**config.mk**
```make
export PLATFORM = sky130hd
export DESIGN_NAME = nms_ctrl
export DESIGN_NICKNAME = d
export VERILOG_FILES = /design/src/design/nms_pkg.sv /design/src/design/nms_ctrl.sv
export SDC_FILE = /design/constraint.sdc
export NUM_CORES = 1
export LEC_CHECK = 0
export ABC_CLOCK_PERIOD_IN_PS = 2980
export BUFFER_PORTS_ARGS = -buffer_cell sky130_fd_sc_hd__buf_2
export CAP_MARGIN = 20
export CELL_PAD_IN_SITES_DETAIL_PLACEMENT = 1
export CELL_PAD_IN_SITES_GLOBAL_PLACEMENT = 2
export CORE_MARGIN = 2
export CORE_UTILIZATION = 34
export CTS_CLUSTER_DIAMETER = 100
export DETAILED_ROUTE_END_ITERATION = 16
export PLACE_DENSITY = 0.83
export SLEW_MARGIN = 10
export SYNTH_ARGS = -nofsm -noshare
export SYNTH_HDL_FRONTEND = slang
export SYNTH_SLANG_ARGS = --single-unit
```
**constraint.sdc**
```tcl
create_clock -name clk -period 2.98 [get_ports clk]
set_clock_uncertainty 0.1 [all_clocks]
set_input_delay 0.447 -clock clk [delete_from_list [all_inputs] [get_ports clk]]
set_output_delay 0.447 -clock clk [all_outputs]
set_load 0.03 [all_outputs]
```
**src/design/nms_pkg.sv**
```systemverilog
// Shared constants, types and controller/datapath interface structs.
// No dependencies.
`timescale 1ns / 1ps

package nms_pkg;
	localparam int MAX_BOXES  = 64;
	localparam int COORD_BITS = 12;
	localparam int SCORE_W    = 16;
	localparam int CLASS_W    = 8;
	localparam int THR_W      = 7;
	localparam int IDX_W      = $clog2(MAX_BOXES);
	localparam int CNT_W      = $clog2(MAX_BOXES + 1);
	localparam int NCLASS     = 1 << CLASS_W;
	localparam logic [THR_W-1:0] THR_RESET = THR_W'(50);
	localparam int IOU_PCT    = 100;
	localparam int PCT_W      = 8;
	localparam int DIFF_W     = COORD_BITS + 2;
	localparam int AREA_W     = 2 * DIFF_W;
	localparam int UNI_W      = AREA_W + 2;
	localparam int CMP_W      = UNI_W + PCT_W + 1;

	typedef struct packed {
		logic [CLASS_W-1:0]    cls;
		logic [SCORE_W-1:0]    score;
		logic [COORD_BITS-1:0] max_y;
		logic [COORD_BITS-1:0] max_x;
		logic [COORD_BITS-1:0] min_y;
		logic [COORD_BITS-1:0] min_x;
	} box_t;

	typedef struct packed {
		logic [IDX_W-1:0]   idx;
		logic [SCORE_W-1:0] score;
	} sort_ent_t;

	localparam int BOX_W  = $bits(box_t);
	localparam int SORT_W = $bits(sort_ent_t);

	typedef enum logic {BSEL_SCAN, BSEL_SORT} box_sel_t;
	typedef enum logic {WSEL_GATHER, WSEL_HOLD} sort_wsel_t;

	typedef struct packed {
		logic             load;
		logic             clear;
		logic             class_re;
		logic [IDX_W-1:0] class_raddr;
		logic             class_latch;
		logic             box_re;
		box_sel_t         box_sel;
		logic [IDX_W-1:0] scan_addr;
		logic             sort_re;
		logic [IDX_W-1:0] sort_raddr;
		logic             sort_we;
		logic [IDX_W-1:0] sort_waddr;
		sort_wsel_t       sort_wsel;
		logic             hold_load;
		logic             latch_p;
		logic             latch_q;
		logic             iou_start;
		logic             rm_q;
		logic             emit;
		logic             flush;
	} nms_cmd_t;

	typedef struct packed {
		logic [CNT_W-1:0] box_count;
		logic [CNT_W-1:0] class_count;
		logic             class_match;
		logic             swap_need;
		logic             sort_removed;
		logic             iou_done;
		logic             iou_hit;
		logic             pend_valid;
		logic             out_free;
	} nms_stat_t;
endpackage

```
**src/design/nms_ctrl.sv**
```systemverilog
// Controller: frame sequencing over classes, gather, exchange sort and
// greedy suppression loops. Depends on nms_pkg.
`timescale 1ns / 1ps

module nms_ctrl (
	input  logic               clk,
	input  logic               arst_n,
	input  logic               in_valid,
	input  logic               last_in,
	output logic               in_stall,
	input  nms_pkg::nms_stat_t stat,
	output nms_pkg::nms_cmd_t  cmd
);
	import nms_pkg::*;

	typedef enum logic [4:0] {
		ST_IDLE, ST_CLS_RD, ST_CLS_LD, ST_G_RD, ST_G_CHK,
		ST_S_LDI, ST_S_HOLD, ST_S_RDJ, ST_S_CMP, ST_S_WRI,
		ST_P_RDI, ST_P_CHK, ST_P_LD, ST_Q_RDJ, ST_Q_CHK,
		ST_Q_IOU, ST_Q_WAIT, ST_EMIT, ST_FIN
	} state_t;

	state_t           state_q;
	logic [CNT_W-1:0] c_q, k_q, n_q, i_q, j_q;
	logic [CNT_W-1:0] i_inc, j_inc;
	logic             i_last, sort_done, out_ok;

	assign i_inc     = i_q + CNT_W'(1);
	assign j_inc     = j_q + CNT_W'(1);
	assign i_last    = (i_inc == n_q);
	assign sort_done = ({1'b0, i_q} + (CNT_W + 1)'(2)) >= {1'b0, n_q};
	assign out_ok    = !stat.pend_valid || stat.out_free;
	assign in_stall  = (state_q != ST_IDLE);

	always_comb begin
		cmd             = '0;
		cmd.class_raddr = c_q[IDX_W-1:0];
		cmd.scan_addr   = k_q[IDX_W-1:0];
		cmd.sort_raddr  = i_q[IDX_W-1:0];
		cmd.sort_waddr  = i_q[IDX_W-1:0];
		cmd.box_sel     = BSEL_SCAN;
		cmd.sort_wsel   = WSEL_HOLD;
		unique case (state_q)
			ST_IDLE:   cmd.load = in_valid;
			ST_CLS_RD: cmd.class_re = (c_q != stat.class_count);
			ST_CLS_LD: cmd.class_latch = 1'b1;
			ST_G_RD:   cmd.box_re = (k_q != stat.box_count);
			ST_G_CHK: begin
				cmd.sort_we    = stat.class_match;
				cmd.sort_waddr = n_q[IDX_W-1:0];
				cmd.sort_wsel  = WSEL_GATHER;
			end
			ST_S_LDI:  cmd.sort_re = 1'b1;
			ST_S_HOLD: cmd.hold_load = 1'b1;
			ST_S_RDJ: begin
				cmd.sort_re    = 1'b1;
				cmd.sort_raddr = j_q[IDX_W-1:0];
			end
			ST_S_CMP: begin
				cmd.sort_we    = stat.swap_need;
				cmd.sort_waddr = j_q[IDX_W-1:0];
				cmd.hold_load  = stat.swap_need;
			end
			ST_S_WRI:  cmd.sort_we = 1'b1;
			ST_P_RDI:  cmd.sort_re = 1'b1;
			ST_P_CHK: begin
				cmd.box_re  = !stat.sort_removed;
				cmd.box_sel = BSEL_SORT;
			end
			ST_P_LD:   cmd.latch_p = 1'b1;
			ST_Q_RDJ: begin
				cmd.sort_re    = (j_q != n_q);
				cmd.sort_raddr = j_q[IDX_W-1:0];
			end
			ST_Q_CHK: begin
				cmd.box_re  = !stat.sort_removed;
				cmd.box_sel = BSEL_SORT;
				cmd.latch_q = !stat.sort_removed;
			end
			ST_Q_IOU:  cmd.iou_start = 1'b1;
			ST_Q_WAIT: cmd.rm_q = stat.iou_done && stat.iou_hit;
			ST_EMIT:   cmd.emit = out_ok;
			ST_FIN: begin
				cmd.flush = out_ok;
				cmd.clear = out_ok;
			end
			default:   cmd = '0;
		endcase
	end

	always_ff @(posedge clk or negedge arst_n) begin
		if (!arst_n) begin
			state_q <= ST_IDLE;
			c_q     <= '0;
			k_q     <= '0;
			n_q     <= '0;
			i_q     <= '0;
			j_q     <= '0;
		end else begin
			unique case (state_q)
				ST_IDLE: if (in_valid && last_in) begin
					c_q     <= '0;
					state_q <= ST_CLS_RD;
				end
				ST_CLS_RD: state_q <= (c_q == stat.class_count) ? ST_FIN : ST_CLS_LD;
				ST_CLS_LD: begin
					k_q     <= '0;
					n_q     <= '0;
					state_q <= ST_G_RD;
				end
				ST_G_RD: if (k_q == stat.box_count) begin
					i_q <= '0;
					if (n_q >= CNT_W'(2))
						state_q <= ST_S_LDI;
					else if (n_q == CNT_W'(1))
						state_q <= ST_P_RDI;
					else begin
						c_q     <= c_q + CNT_W'(1);
						state_q <= ST_CLS_RD;
					end
				end else begin
					state_q <= ST_G_CHK;
				end
				ST_G_CHK: begin
					if (stat.class_match)
						n_q <= n_q + CNT_W'(1);
					k_q     <= k_q + CNT_W'(1);
					state_q <= ST_G_RD;
				end
				ST_S_LDI:  state_q <= ST_S_HOLD;
				ST_S_HOLD: begin
					j_q     <= i_inc;
					state_q <= ST_S_RDJ;
				end
				ST_S_RDJ:  state_q <= ST_S_CMP;
				ST_S_CMP: begin
					j_q     <= j_inc;
					state_q <= (j_inc == n_q) ? ST_S_WRI : ST_S_RDJ;
				end
				ST_S_WRI: if (sort_done) begin
					i_q     <= '0;
					state_q <= ST_P_RDI;
				end else begin
					i_q     <= i_inc;
					state_q <= ST_S_LDI;
				end
				ST_P_RDI:  state_q <= ST_P_CHK;
				ST_P_CHK: if (!stat.sort_removed) begin
					state_q <= ST_P_LD;
				end else if (i_last) begin
					c_q     <= c_q + CNT_W'(1);
					state_q <= ST_CLS_RD;
				end else begin
					i_q     <= i_inc;
					state_q <= ST_P_RDI;
				end
				ST_P_LD: begin
					j_q     <= i_inc;
					state_q <= ST_Q_RDJ;
				end
				ST_Q_RDJ:  state_q <= (j_q == n_q) ? ST_EMIT : ST_Q_CHK;
				ST_Q_CHK: if (stat.sort_removed) begin
					j_q     <= j_inc;
					state_q <= ST_Q_RDJ;
				end else begin
					state_q <= ST_Q_IOU;
				end
				ST_Q_IOU:  state_q <= ST_Q_WAIT;
				ST_Q_WAIT: if (stat.iou_done) begin
					j_q     <= j_inc;
					state_q <= ST_Q_RDJ;
				end
				ST_EMIT: if (out_ok) begin
					if (i_last) begin
						c_q     <= c_q + CNT_W'(1);
						state_q <= ST_CLS_RD;
					end else begin
						i_q     <= i_inc;
						state_q <= ST_P_RDI;
					end
				end
				ST_FIN: if (out_ok)
					state_q <= ST_IDLE;
				default:   state_q <= ST_IDLE;
			endcase
		end
	end
endmodule

```
==> metrics.yaml <==
cells_and_area:
  fin_nets: 602
  antenna_cells: 0
  drive_above_1_share_pct: 22.7
  nFillCells: 1422
  final_util_pct: 41.2
  final_cell_area_um2: 4710
  syn_to_final_growth_pct: 18.6
sta:
  drv_slew: 0
  rsz0062_at_grt: "false"
  worst_pin_slew_ns: 0.630
  fmax_ghz: 0.347
  period_minus_slack_ns: 2.88
  fin_hold_ws_ns: -0.00245
  tns_ns: 0
  maxSlewHeadroom_pct: 57.6
  hold_viol: 3
  setup_violations: 0
  finalCritPeriodShare_pct: 96.6
synth:
  yosysMostFrequentCell: "dfrtp_1"
  synthTopCellsByCount: "dfrtp_1 (40), nor2_1 (39), nand2_1 (38)"
  yosysSeqAreaShare_pct: 25.2
  synth_edf_count: 0
  synthCells: 494
  ys_warn_count: 0
  synth_nets: 534
  synth_area_per_cell_um2: 8.03
  synthArstFlopShare_pct: 100
  synth.distinct_cells: 70
  synth_area_leaders: "dfrtp_1 (25%), ha_1 (4.7%), xnor2_1 (4.6%), nor2_1 (3.7%), nand2_1 (3.6%)"
  synth_area_leader_cell: "dfrtp_1"
  yosys.area.top_type_share_pct: 25.2
  synthFlopType: "dfrtp_1"
  synth_seq_cells: 40
  syn-cell-area_um2: 3970
pwr:
  ir_drop_mv: 0.317
  leakage_uw: 0.00216
  power.density_nw_per_um2: 803
die:
  chipWidth_um: 112
  die_h_um: 112
  start_util_pct: 34.8
  die-area_um2: 12600
  core-area_um2: 11400
  ios: 66
  rows: 39
grt:
  grt_start_max_net_pins: 41
  grtUsageTotal_pct: 21.3
  grt_antenna_before_repair: 0
  grt_pass1_vias: 4166
  grt_overflow: 0
  grt_pass1_wl_um: 21700
critical_path:
  slowest_delay_ns: 0.56
  timing.critical_path.fanout_max: 14
  start_kind: "register"
  crit_path_top_delay_cell: "dfrtp_1"
  arrival_ns: 2.33
  crit_type: "register to primary output"
  path_buf_inv: 1
  reg2reg_from: "i_q[4]"
  cp.required_ns: 2.43
  end_kind: "primary output"
  cp-startpoint: "state_q[3]"
  path_delay_family: "simple AND/OR/NAND/NOR gates"
  cp_cell_sequence: "or3b_1 -> nor2_1 -> o21ai_4 -> and2_1 -> nand2b_1 -> buf_2"
place:
  dpl_cell_area_um2: 4510
  place_congestion: 0.957
  portBuffers: 65
  dp_hpwl_um: 10400
cts:
  cts_buffer_depth: 2
  htreeDepth: 2
  clk_latency_ns: 0.29
  cts_sinks: 40
  cts_made_buffers: 5
  clockRootBuffer: "clkbuf_16"
  clkTransAtPathRegs_ns: 0.07
  cts_tree: "built"
detailed_routing:
  final_antenna_net_count: 0
  wirelength_um: 13500
  drc: 0
  drt-initial-drc-count: 235
  via_per_inst: 5.80
  num_vias: 4098
  routedWlPerCell_um: 19.1
  drt_pass1_iterations: 5
run:
  max-cap-violations: 0
outcome:
  failed_checks: "negative hold slack"
  status: "finished, violations left"
min_path:
  hp-class: "primary input to async pin"
[metrics by stage]
step           hold slack, ns  setup WS, ns  power, uW  cells
2_1_floorplan          0.0514         0.248       2390    494
6_report             -0.00245        0.0999       3780    706
4_1_cts                 0.271        0.0331       3770    705
3_3_place_gp            0.408         0.310       3060    697
5_1_grt                0.0201        0.0220       4050    706
3_5_place_dp            0.442         0.256       3120    697
[layout by cell type (no fill, tap or decap), drive strengths merged, types with 4 or more instances in the layout]
cell type,netlist,layout
nand3,26,26
o21ai,32,32
a221oi,5,5
a22o,11,11
o31ai,5,5
ha,15,15
a211o,4,4
a31oi,5,5
nor4,5,5
and4,4,4
nand2,38,38
nor3,16,16
nor2,41,41
or2,4,4
and3,10,10
a21o,4,4
inv,29,29
nand2b,10,10
o22ai,7,7
nand4,11,11
buf,22,93
dfrtp,40,40
or3,7,7
a22oi,4,4
and2,4,4
mux2i,5,5
xnor2,21,21
nor2b,13,13
xor2,15,15
a222oi,6,6
clkbuf,10,5
a21oi,23,23
a211oi,4,4
xnor3,4,4
o211ai,7,7
[cell type report]
type / count / area (um^2) / area share (%)
sequential: 40 / 1000 / 21.3
clock buffer: 5 / 125 / 2.66
inverter: 29 / 109 / 2.31
multi-input combinational: 393 / 2700 / 57.4
clock inverter: 3 / 42.5 / 0.904
tap: 143 / 179 / 3.80
timing repair buffer: 93 / 548 / 11.6
[kinds of logic (layout without fill, tap and decap cells)]
| family | count (synthesis) | after routing | share of synthesized area (%) |
|---|---|---|---|
| buf+inv | 61 | 130 | 6.90 |
| fa+ha+maj | 15 | 15 | 4.73 |
| compound gates | 132 | 132 | 23.3 |
| flops | 40 | 40 | 25.2 |
| simple gates | 200 | 200 | 28.1 |
| xor+xnor | 40 | 40 | 10.2 |
| mux | 6 | 6 | 1.54 |
[power by group]
group	switching, uW	internal (uW)	total [uW]
combinational	1400	840	2240
sequential	248	651	899
clock	244	394	638
[what timing repair did]
action | 4_1_cts | 5_1_grt
gates resized for setup | 0 | 4
buffers inserted | 0 | 0
setup endpoints to repair | 0 | 17
hold buffers | 0 | 0
[sequential cells by signal, indices dropped and copies added, names as in the netlist]
name	flops
j_q	7
k_q	7
i_q	7
n_q	7
c_q	7
state_q	5
[routing by layer]
metal	track usage, %	part of all wire [%]
met4	4.72	1.4
met5	0	0
met3	3.24	4.2
met2	35.2	47
met1	29.9	47
[path summary, 6_finish.rpt]
| path | to | slack (ns) | depth (start not counted) |
|---|---|---|---|
| max | cmd[29] | 0.1 | 6 |
| min | n_q[2] | -0.002 | 1 |
| max reg2reg | i_q[0] | 0.21 | 11 |
| min reg2reg | k_q[6] | 0.44 | 1 |
| max in group asynchronous | state_q[0] | 2.27 | 2 |
| min in group clk | n_q[2] | 0.38 | 3 |
Note: power is estimated with default switching activity, not from simulation.
